## config.mk

```make
export PLATFORM = sky130hd
export DESIGN_NAME = tempo_clock_follower_core
export DESIGN_NICKNAME = d
export VERILOG_FILES = /design/src/tcf_pkg.sv /design/src/tcf_sdiv.sv /design/src/tempo_clock_follower_core.sv
export SDC_FILE = /design/constraint.sdc
export NUM_CORES = 1
export LEC_CHECK = 0
export ABC_AREA = 1
export BUFFER_PORTS_ARGS = -buffer_cell sky130_fd_sc_hd__buf_2
export CELL_PAD_IN_SITES_DETAIL_PLACEMENT = 0
export CELL_PAD_IN_SITES_GLOBAL_PLACEMENT = 1
export CORE_UTILIZATION = 45
export DETAILED_ROUTE_END_ITERATION = 16
export PLACE_DENSITY = 0.85
export SLEW_MARGIN = 20
export SYNTH_ARGS = -nofsm -noshare
export SYNTH_HDL_FRONTEND = slang
export SYNTH_SLANG_ARGS = --single-unit
```

## constraint.sdc

```tcl
create_clock -name clk -period 4.25 [get_ports clk]
set_input_delay 0.425 -clock clk [delete_from_list [all_inputs] [get_ports clk]]
set_output_delay 0.425 -clock clk [all_outputs]
set_load 0.01 [all_outputs]
```

## src/tcf_pkg.sv

```systemverilog
`timescale 1ns / 1ps

package tcf_pkg;

	// Fixed field widths of the transactions and the serial divider.
	localparam int PERIOD_W = 20;
	localparam int TEMPO_W  = 16;
	localparam int MASTER_W = 16;
	localparam int ADDR_W   = 4;
	localparam int DIVD_W   = 17;
	localparam int DIVS_W   = 20;

	localparam logic [PERIOD_W-1:0] PERIOD_MAX    = 20'hFFFFF;
	localparam logic [DIVD_W-1:0]   MS_PER_MINUTE = 17'd60000;
	localparam logic [PERIOD_W-1:0] RESET_PERIOD  = 20'd666;
	localparam logic [TEMPO_W-1:0]  RESET_TEMPO   = 16'd90;

	localparam logic [4:0]  RESET_FACTOR    = 5'd1;
	localparam logic [6:0]  RESET_STEP_LIM  = 7'd64;
	localparam logic [15:0] RESET_REFERENCE = 16'd666;

	localparam logic OP_TICK = 1'b0;
	localparam logic OP_BEAT = 1'b1;

	typedef enum logic [1:0] {
		CFG_DIVIDE_MODE = 2'd0,
		CFG_FACTOR      = 2'd1,
		CFG_STEP_LIMIT  = 2'd2,
		CFG_REFERENCE   = 2'd3
	} cfg_idx_t;

	typedef enum logic [3:0] {
		ST_IDLE,
		ST_PGO,
		ST_MUL,
		ST_PDIV,
		ST_TGO,
		ST_TDIV,
		ST_RGO,
		ST_RDIV,
		ST_WGO,
		ST_WDIV,
		ST_DONE
	} tcf_state_t;

	typedef struct packed {
		logic                operation;
		logic [MASTER_W-1:0] master_period_ms;
		logic [MASTER_W-1:0] master_step;
	} tcf_in_t;

	typedef struct packed {
		logic                fire;
		logic [PERIOD_W-1:0] fired_period_ms;
		logic [5:0]          step_count;
		logic [TEMPO_W-1:0]  tempo_bpm;
	} tcf_out_t;

	typedef struct packed {
		logic              start;
		logic [DIVD_W-1:0] dividend;
		logic [DIVS_W-1:0] divisor;
	} tcf_div_req_t;

	typedef struct packed {
		logic              done;
		logic [DIVD_W-1:0] quotient;
		logic [DIVS_W-1:0] remainder;
	} tcf_div_rsp_t;

endpackage

```

## src/tcf_sdiv.sv

```systemverilog
`timescale 1ns / 1ps

// Restoring divider that retires one quotient bit per cycle.
module tcf_sdiv
	import tcf_pkg::*;
(
	input  logic         clk,
	input  logic         arst_n,
	input  tcf_div_req_t req,
	output tcf_div_rsp_t rsp
);

	localparam int CNT_W = $clog2(DIVD_W + 1);

	logic              busy_q;
	logic              done_q;
	logic [CNT_W-1:0]  cnt_q;
	logic [DIVD_W-1:0] shift_q;
	logic [DIVS_W-1:0] rem_q;
	logic [DIVS_W-1:0] dvs_q;
	logic [DIVS_W:0]   trial;
	logic              qbit;

	assign trial = {rem_q, shift_q[DIVD_W-1]};
	assign qbit  = (trial >= {1'b0, dvs_q});

	always_ff @(posedge clk or negedge arst_n) begin
		if (!arst_n) begin
			busy_q <= 1'b0;
			done_q <= 1'b0;
			cnt_q  <= '0;
		end else if (req.start) begin
			busy_q <= 1'b1;
			done_q <= 1'b0;
			cnt_q  <= CNT_W'(DIVD_W);
		end else if (busy_q) begin
			cnt_q <= cnt_q - 1'b1;
			if (cnt_q == CNT_W'(1)) begin
				busy_q <= 1'b0;
				done_q <= 1'b1;
			end
		end else begin
			done_q <= 1'b0;
		end
	end

	always_ff @(posedge clk) begin
		if (req.start) begin
			shift_q <= req.dividend;
			dvs_q   <= req.divisor;
			rem_q   <= '0;
		end else if (busy_q) begin
			shift_q <= {shift_q[DIVD_W-2:0], qbit};
			rem_q   <= qbit ? DIVS_W'(trial - {1'b0, dvs_q}) : trial[DIVS_W-1:0];
		end
	end

	assign rsp.done      = done_q;
	assign rsp.quotient  = shift_q;
	assign rsp.remainder = rem_q;

endmodule

```

## src/tempo_clock_follower_core.sv

```systemverilog
`timescale 1ns / 1ps

// Slave step clock that follows a master beat. Each input transaction is either a
// one-millisecond tick or a master beat carrying the master period and step, and each
// one yields exactly one result transaction with the fire flag, the period when fired,
// the step counter and the tempo in beats per minute, unless a divide_mode or factor
// write cuts its job short. The block works on one transaction at a time; a new one
// is taken while the previous result still waits in the output register. Timing is
// set by one shared bit-serial divider and by a bit-serial multiplier of one factor
// bit per cycle. A tick without a self-fire needs no arithmetic unit; a tick that
// self-fires adds one division for the step wrap. A multiply-mode beat takes two
// divisions, or one when its period comes out as zero; a divide-mode beat takes the
// multiply plus two divisions. Writing divide_mode or factor recomputes the period
// and tempo from reference_period_ms, which keeps the input stalled until the
// recompute ends; the configuration port itself never waits.
module tempo_clock_follower_core
	import tcf_pkg::*;
#(
	parameter int MAX_STEPS  = 64,
	parameter int MAX_FACTOR = 16
) (
	input  logic              clk,
	input  logic              arst_n,
	input  logic              psel,
	input  logic              penable,
	input  logic              pwrite,
	input  logic [ADDR_W-1:0] paddr,
	input  logic [31:0]       pwdata,
	output logic [31:0]       prdata,
	output logic              pready,
	input  logic              item_valid,
	output logic              item_stall,
	input  tcf_in_t           item,
	output logic              result_valid,
	input  logic              result_stall,
	output tcf_out_t          result
);

	// The factor register is five bits wide, so the effective factor never exceeds 31.
	localparam int FAC_CAP = (MAX_FACTOR > 31) ? 31 : MAX_FACTOR;
	localparam int EF_W    = $clog2(FAC_CAP + 1);
	// The step limit register is seven bits wide, so the effective limit stops at 127.
	localparam int LIM_CAP = (MAX_STEPS > 127) ? 127 : MAX_STEPS;
	localparam int SC_W    = $clog2(LIM_CAP);
	localparam int MUL_W   = MASTER_W + EF_W;

	function automatic logic [EF_W-1:0] eff_factor(input logic [4:0] raw);
		if (raw == '0) return EF_W'(1);
		else if (int'(raw) > FAC_CAP) return EF_W'(FAC_CAP);
		else return EF_W'(raw);
	endfunction

	// Configuration registers.
	logic        mode_q;
	logic [4:0]  factor_q;
	logic [6:0]  limit_q;
	logic [15:0] ref_q;

	// Clock state.
	logic [PERIOD_W-1:0] period_q;
	logic [PERIOD_W-1:0] elapsed_q;
	logic [SC_W-1:0]     sc_q;
	logic [TEMPO_W-1:0]  tempo_q;

	// Job bookkeeping: a job is either a transaction or a configuration recompute.
	tcf_state_t          state_q, state_d, after_tempo;
	logic                cfg_job_q;
	logic                jmode_q;
	logic [EF_W-1:0]     ef_q;
	logic                fire_q;
	logic [MASTER_W-1:0] master_q;
	logic [MASTER_W-1:0] mstep_q;

	// Serial multiplier.
	logic [MUL_W-1:0] acc_q;
	logic [MUL_W-1:0] mcand_q;
	logic [EF_W-1:0]  mplier_q;
	logic [23:0]      acc_wide;
	logic [PERIOD_W-1:0] prod_sat;

	// Output register.
	logic     res_valid_q;
	tcf_out_t result_q;

	tcf_div_req_t div_req;
	tcf_div_rsp_t div_rsp;

	logic            cfg_wr;
	cfg_idx_t        cfg_idx;
	logic            recalc;
	logic            job_mode_d;
	logic [EF_W-1:0] job_ef_d;
	logic [EF_W-1:0] ef_now;
	logic [6:0]      lim_eff;
	logic            item_acc;
	logic            short_item;
	logic [PERIOD_W-1:0] el_inc;
	logic [7:0]      sc_inc;
	logic            self_fire;
	logic            out_free;

	tcf_sdiv u_div (
		.clk    (clk),
		.arst_n (arst_n),
		.req    (div_req),
		.rsp    (div_rsp)
	);

	// The port is always ready. A write of divide_mode or factor restarts the period
	// and tempo recompute with the new register value and the current reference.
	assign pready  = 1'b1;
	assign cfg_wr  = psel & penable & pwrite;
	assign cfg_idx = cfg_idx_t'(paddr[3:2]);
	assign recalc  = cfg_wr && (cfg_idx == CFG_DIVIDE_MODE || cfg_idx == CFG_FACTOR);

	assign job_mode_d = (cfg_idx == CFG_DIVIDE_MODE) ? pwdata[0] : mode_q;
	assign job_ef_d   = eff_factor((cfg_idx == CFG_FACTOR) ? pwdata[4:0] : factor_q);

	always_comb begin
		unique case (cfg_idx_t'(paddr[3:2]))
			CFG_DIVIDE_MODE: prdata = 32'(mode_q);
			CFG_FACTOR:      prdata = 32'(factor_q);
			CFG_STEP_LIMIT:  prdata = 32'(limit_q);
			CFG_REFERENCE:   prdata = 32'(ref_q);
			default:         prdata = '0;
		endcase
	end

	assign ef_now  = eff_factor(factor_q);
	assign lim_eff = (limit_q == '0) ? 7'd1 :
	                 (int'(limit_q) > LIM_CAP) ? 7'(LIM_CAP) : limit_q;

	// Input side. A new transaction is taken only when no job runs.
	assign item_stall = (state_q != ST_IDLE) || recalc;
	assign item_acc   = item_valid && !item_stall;

	// Ticks and beats with a zero master period only run the self-fire check, which
	// needs no arithmetic unit unless a self-fire wraps the step counter with a division.
	assign short_item = (item.operation == OP_TICK) || (item.master_period_ms == '0);
	assign el_inc     = (item.operation == OP_TICK && elapsed_q != PERIOD_MAX) ?
	                    elapsed_q + 1'b1 : elapsed_q;
	assign sc_inc     = 8'(sc_q) + 8'd1;
	assign self_fire  = !mode_q && (sc_inc < 8'(ef_now)) && (el_inc > period_q);

	assign acc_wide = 24'(acc_q);
	assign prod_sat = (acc_wide > 24'(PERIOD_MAX)) ? PERIOD_MAX : PERIOD_W'(acc_q);

	assign out_free = !res_valid_q || !result_stall;

	// After the tempo: a configuration job ends, a divide-mode beat still checks the
	// master step against the factor, and a multiply-mode beat fires at once.
	assign after_tempo = cfg_job_q ? ST_IDLE : (jmode_q ? ST_RGO : ST_DONE);

	always_comb begin
		state_d          = state_q;
		div_req.start    = 1'b0;
		div_req.dividend = '0;
		div_req.divisor  = '0;
		unique case (state_q)
			ST_IDLE: begin
				if (item_acc) begin
					if (short_item) state_d = self_fire ? ST_WGO : ST_DONE;
					else state_d = ST_PGO;
				end
			end
			ST_PGO: begin
				if (jmode_q) begin
					state_d = ST_MUL;
				end else begin
					state_d          = ST_PDIV;
					div_req.start    = 1'b1;
					div_req.dividend = DIVD_W'(master_q);
					div_req.divisor  = DIVS_W'(ef_q);
				end
			end
			ST_MUL: begin
				if (mplier_q == '0) state_d = ST_TGO;
			end
			ST_PDIV: begin
				if (div_rsp.done) state_d = ST_TGO;
			end
			ST_TGO: begin
				if (period_q == '0) begin
					state_d = after_tempo;
				end else begin
					state_d          = ST_TDIV;
					div_req.start    = 1'b1;
					div_req.dividend = MS_PER_MINUTE;
					div_req.divisor  = period_q;
				end
			end
			ST_TDIV: begin
				if (div_rsp.done) state_d = after_tempo;
			end
			ST_RGO: begin
				state_d          = ST_RDIV;
				div_req.start    = 1'b1;
				div_req.dividend = DIVD_W'(mstep_q) + DIVD_W'(1);
				div_req.divisor  = DIVS_W'(ef_q);
			end
			ST_RDIV: begin
				if (div_rsp.done) state_d = ST_DONE;
			end
			ST_WGO: begin
				state_d          = ST_WDIV;
				div_req.start    = 1'b1;
				div_req.dividend = DIVD_W'(sc_inc);
				div_req.divisor  = DIVS_W'(lim_eff);
			end
			ST_WDIV: begin
				if (div_rsp.done) state_d = ST_DONE;
			end
			ST_DONE: begin
				if (out_free) state_d = ST_IDLE;
			end
			default: state_d = ST_IDLE;
		endcase
		if (recalc) state_d = ST_PGO;
	end

	always_ff @(posedge clk or negedge arst_n) begin
		if (!arst_n) begin
			state_q <= ST_IDLE;
		end else begin
			state_q <= state_d;
		end
	end

	// Registers, clock state and job control.
	always_ff @(posedge clk or negedge arst_n) begin
		if (!arst_n) begin
			mode_q      <= 1'b0;
			factor_q    <= RESET_FACTOR;
			limit_q     <= RESET_STEP_LIM;
			ref_q       <= RESET_REFERENCE;
			period_q    <= RESET_PERIOD;
			elapsed_q   <= '0;
			sc_q        <= '0;
			tempo_q     <= RESET_TEMPO;
			cfg_job_q   <= 1'b0;
			jmode_q     <= 1'b0;
			ef_q        <= EF_W'(1);
			fire_q      <= 1'b0;
			res_valid_q <= 1'b0;
		end else begin
			if (cfg_wr) begin
				unique case (cfg_idx)
					CFG_DIVIDE_MODE: mode_q   <= pwdata[0];
					CFG_FACTOR:      factor_q <= pwdata[4:0];
					CFG_STEP_LIMIT:  limit_q  <= pwdata[6:0];
					CFG_REFERENCE:   ref_q    <= pwdata[15:0];
					default:         ;
				endcase
			end

			if (recalc) begin
				cfg_job_q <= 1'b1;
				jmode_q   <= job_mode_d;
				ef_q      <= job_ef_d;
			end else if (item_acc) begin
				cfg_job_q <= 1'b0;
				jmode_q   <= mode_q;
				ef_q      <= ef_now;
				if (short_item) begin
					fire_q    <= self_fire;
					elapsed_q <= self_fire ? '0 : el_inc;
				end
			end

			case (state_q)
				ST_MUL: begin
					if (mplier_q == '0) period_q <= prod_sat;
				end
				ST_PDIV: begin
					if (div_rsp.done) period_q <= PERIOD_W'(div_rsp.quotient);
				end
				ST_TGO: begin
					if (period_q == '0) tempo_q <= '0;
				end
				ST_TDIV: begin
					if (div_rsp.done) tempo_q <= div_rsp.quotient[TEMPO_W-1:0];
				end
				ST_RDIV: begin
					if (div_rsp.done) begin
						fire_q <= (div_rsp.remainder == '0);
						if (div_rsp.remainder == '0) elapsed_q <= '0;
					end
				end
				ST_WDIV: begin
					if (div_rsp.done) sc_q <= SC_W'(div_rsp.remainder);
				end
				default: ;
			endcase

			// A multiply-mode beat always fires and restarts the counters.
			if (!recalc && state_d == ST_DONE &&
			    (state_q == ST_TGO || state_q == ST_TDIV)) begin
				fire_q    <= 1'b1;
				elapsed_q <= '0;
				sc_q      <= '0;
			end

			if (state_q == ST_DONE && out_free) res_valid_q <= 1'b1;
			else if (!result_stall) res_valid_q <= 1'b0;
		end
	end

	// Operands and the shift-add multiplier, one factor bit per cycle.
	always_ff @(posedge clk) begin
		if (recalc) begin
			master_q <= ref_q;
		end else if (item_acc) begin
			master_q <= item.master_period_ms;
			mstep_q  <= item.master_step;
		end

		if (state_q == ST_PGO) begin
			acc_q    <= '0;
			mcand_q  <= MUL_W'(master_q);
			mplier_q <= ef_q;
		end else if (state_q == ST_MUL) begin
			if (mplier_q[0]) acc_q <= acc_q + mcand_q;
			mcand_q  <= mcand_q << 1;
			mplier_q <= mplier_q >> 1;
		end

		if (state_q == ST_DONE && out_free) begin
			result_q.fire            <= fire_q;
			result_q.fired_period_ms <= fire_q ? period_q : '0;
			result_q.step_count      <= 6'(sc_q);
			result_q.tempo_bpm       <= tempo_q;
		end
	end

	assign result_valid = res_valid_q;
	assign result       = result_q;

	// A result only appears when a job has reached its final state.
	assert property (@(posedge clk) disable iff (!arst_n)
		$rose(res_valid_q) |-> $past(state_q) == ST_DONE)
		else $error("result raised outside the done state");

	// A fired zero period must come with a zero tempo.
	assert property (@(posedge clk) disable iff (!arst_n)
		(result_valid && result.fire && result.fired_period_ms == '0) |->
		(result.tempo_bpm == '0))
		else $error("zero period fired with nonzero tempo");

	// The tempo quotient can never exceed one minute in milliseconds.
	assert property (@(posedge clk) disable iff (!arst_n)
		(div_rsp.done && state_q == ST_TDIV) |-> (div_rsp.quotient <= MS_PER_MINUTE))
		else $error("tempo quotient out of range");

endmodule

```

==> results_dict.tcl <==
set metrics [dict create \
    wl_met3_um 2520 \
    worstSetupStartpointType "flip-flop" \
    fin_setup_tns_ps 0 \
    run_status "completed" \
    holdCritPathClass "in -> reg" \
    initial_core_util 0.459 \
    io_pins 154 \
    place_inst 2697 \
    synthCells 2159 \
    power.leakage_nw 8.90 \
    avgSynthCellArea_um2 7.82 \
    p_comb_frac 0.494 \
    diodes 0 \
    ys_warn_count 0 \
    stdcell_count 2759 \
    route.detailed.drc 0 \
    max_cap_violations 0 \
    synth_cell_type_count 59 \
    p_int_mw 8.34 \
    cts_root_buf "clkbuf_16" \
    slew_viol_final 0 \
    worst_pin_slew_ps 1010 \
    yosys_register_bits 290 \
    drive_gt1_frac 0.107 \
    fin_crit_sh 0.815 \
    dr.pass1.iters 5 \
    crit_arrival_ps 3960 \
    path_cells "ha_1 -> inv_1 -> nor2_2 -> nand2_2 -> nor2_2 -> a21oi_1 -> buf_4 -> a21oi_2 -> ha_1 -> a21oi_1 -> nand3_1 -> a21oi_1 -> nand3_1 -> nand3_1 -> buf_4 -> nand3_1 -> a21oi_1" \
    track_usage 0.254 \
    syn_area_um2 16900 \
    syn_to_final_growth_pct 11.9 \
    first_iter_violations 1233 \
    routedLengthMet1_um 22100 \
    htreeDepth 1 \
    std_cell_rows 70 \
    timing.final.hold_violations 0 \
    synth_top_cell_area_share 0.237 \
    antenna_found_initial 0 \
    yosys.area.top_type "edfxtp_1" \
    cp.required_ps 4740 \
    crit_start "elapsed_q[0]" \
    worstRegToRegCells 17 \
    seq_area_frac_synth 0.457 \
    core_area_um2 36800 \
    grt_max_degree 51 \
    num_vias 14736 \
    ant_nets 0 \
    dp_hpwl_um 36600 \
    crit_family "simple AND/OR/NAND/NOR gates" \
    max_freq_mhz 289 \
    die_y_um 196 \
    avgRoutedWirePerCell_um 17.4 \
    p_switching_mw 7.20 \
    grt_overflow_total 0 \
    path_depth 17 \
    register_area_um2 7710 \
    swShare 0.463 \
    cts_tree "done" \
    clkSlewWorstSetupHoldPaths_ps 60 \
    synth_edf_count 133 \
    ctsHoldBuffers 3 \
    yosys-top-cells-area "edfxtp_1, dfrtp_1, nand2_1, inv_1, dfxtp_1" \
    cts_resized 0 \
    first_global_vias 14135 \
    crit_buf_inv 3 \
    finalSetupViolCount 0 \
    pwr-share-clk 0.175 \
    dr_wl_met2_um 22100 \
    fin_skew_ps 16.2 \
    synthFlopType "edfxtp_1" \
    post-route-min-period_ps 3460 \
    die-area_um2 38300 \
    cp_max_fo 20 \
    crit_type "reg -> reg" \
    slowest_stage "dfrtp_1" \
    postCtsSetupBuffers 0 \
    insertion_delay_ps 590 \
    worst_setup_path_end_kind "flip-flop" \
    avgViaCountPerCell 5.34 \
    fill_cells 3589 \
    numCtsBuffers 31 \
    maxSlewHeadroom 0.324 \
    grt_pass1_wl_um 76700 \
    portBuffers 118 \
    powerDensity_nw_per_um2 823 \
    drt-total-wl_um 48100 \
    maxUsedRoutingLayer "met4" \
    layout.nets 2413 \
    hold_path_depth 1 \
    place_congestion 0.952 \
    hold_start "item[13]" \
    cts_max_path_buffers 3 \
    p_seq_frac 0.332 \
    cts.sinks 290 \
    slowest_delay_ps 430 \
    ir_drop_mv 0.448 \
    async_flop_share 0.383 \
    multi_input_area_um2 7680 \
    grt_setup_unrepaired "no" \
    r2r-start "elapsed_q[0]" \
    die_w_um 196 \
]
-- stage by stage --
stage,power (mW),instance area [um2],util,worst slack (ps),hold slack (ps)
global route,16.8,18900,0.513,442,0.0497
CTS,15.5,18900,0.513,800,0.498
global placement,12.6,17800,0.485,927,446
detailed placement,12.8,17800,0.485,824,457
floorplan,10.6,16900,-,1130,129
finish,15.5,18900,0.513,786,13.3
-- flip-flops by register name, indices dropped and copies added, names as in the netlist, 4 cells and up --
name / count
u_div.shift_q: 17
mstep_q: 16
ref_q: 16
limit_q: 7
tempo_q: 16
sc_q: 6
ef_q: 5
mplier_q: 5
u_div.dvs_q: 20
factor_q: 5
mcand_q: 21
period_q: 20
elapsed_q: 20
acc_q: 21
u_div.cnt_q: 5
u_div.rem_q: 20
master_q: 16
state_q: 4
result: 43
-- per-layer routing --
| layer | GRT usage | vias to the layer above |
|---|---|---|
| met1 | 0.350 | 6920 |
| met2 | 0.426 | 463 |
| met3 | 0.0258 | 69 |
| met5 | 0 | - |
| li1 | - | 7284 |
| met4 | 0.0747 | 0 |
-- kinds of logic after synthesis --
family,count (synthesis),synth area share
other,2,0.000445
adders and majority gates,71,0.0535
muxes,5,0.00319
DFF,290,0.457
xor gates and xnor gates,35,0.0186
and+or+nand+nor,993,0.245
buffers and inverters,379,0.0925
AOI/OAI and AO/OA,384,0.130
-- cell usage after synthesis, types with 3 or more instances --
cell type / count
o211ai_1: 6
a21oi_2: 3
ha_1: 69
clkbuf_1: 33
dfrtp_1: 94
o221ai_1: 12
inv_2: 9
edfxtp_1: 133
buf_4: 19
o2111ai_1: 6
nand4_1: 24
nor2_1: 217
nor2_4: 6
nor3_1: 24
or2_2: 3
mux2_2: 3
o21a_1: 8
o21ai_1: 15
xnor2_1: 12
dfxtp_1: 46
o22ai_1: 11
clkinv_1: 3
nand2_1: 569
dfstp_2: 17
inv_1: 286
a21o_1: 8
o21bai_1: 10
buf_6: 5
nor2_2: 6
o311ai_0: 16
nand3_1: 111
o21ai_0: 170
a21oi_1: 107
nand3b_1: 9
nand2_2: 8
buf_2: 20
nor4_1: 8
xor2_1: 22
-- path summary, 6_finish.rpt --
check | to | slack [ps]
worst max-delay path | elapsed_q[18] | 790
worst min-delay path | mstep_q[13] | 10
max in group asynchronous | sc_q[5] | 2850
worst max register to register | elapsed_q[18] | 790
min in group asynchronous | ref_q[8] | 370
worst min register to register | result[2] | 470
-- cell usage in the layout, fill, tap and decap left out, types with 12 or more instances in the layout --
cell type / Yosys / final
nand2_1: 569 / 569
inv_1: 286 / 286
nor2_1: 217 / 215
o21ai_0: 170 / 170
edfxtp_1: 133 / 133
buf_2: 20 / 117
nand3_1: 111 / 111
a21oi_1: 107 / 107
dfrtp_1: 94 / 94
ha_1: 69 / 69
dfxtp_1: 46 / 46
clkbuf_16: 0 / 32
nor3_1: 24 / 24
nand4_1: 24 / 24
xor2_1: 22 / 22
conb_1: 2 / 17
dfstp_2: 17 / 17
buf_4: 19 / 17
o311ai_0: 16 / 16
o21ai_1: 15 / 14
o221ai_1: 12 / 12
xnor2_1: 12 / 12
-- worst reg2reg max path, delay by kind of cell (launching register included) --
| family | cells | cell delay, ps |
|---|---|---|
| AND/OR/NAND/NOR | 7 | 870 |
| flip-flops | 1 | 430 |
| adder cells (fa/ha/maj) | 2 | 660 |
| AO/OA/AOI/OAI | 5 | 850 |
| buffers and inverters | 3 | 570 |
-- power by group through the flow --
stage / Sequential (mW) / Clock (mW) / Combinational, mW
final: 5.16 / 2.71 / 7.67
after global routing: 5.28 / 2.87 / 8.69
after CTS: 5.14 / 2.75 / 7.61
after detailed placement: 5.19 / 0 / 7.57
after global placement: 5.16 / 0 / 7.45
after floorplan: 4.79 / 0 / 5.76
-- cell type report --
type / count / area share
Clock buffer: 46 / 0.0468
Multi-Input combinational cell: 1505 / 0.407
Tap cell: 468 / 0.0310
Clock inverter: 12 / 0.00669
Timing Repair Buffer: 139 / 0.0409
Inverter: 299 / 0.0596
Sequential cell: 290 / 0.408
Power figures use the tool's default switching activity.
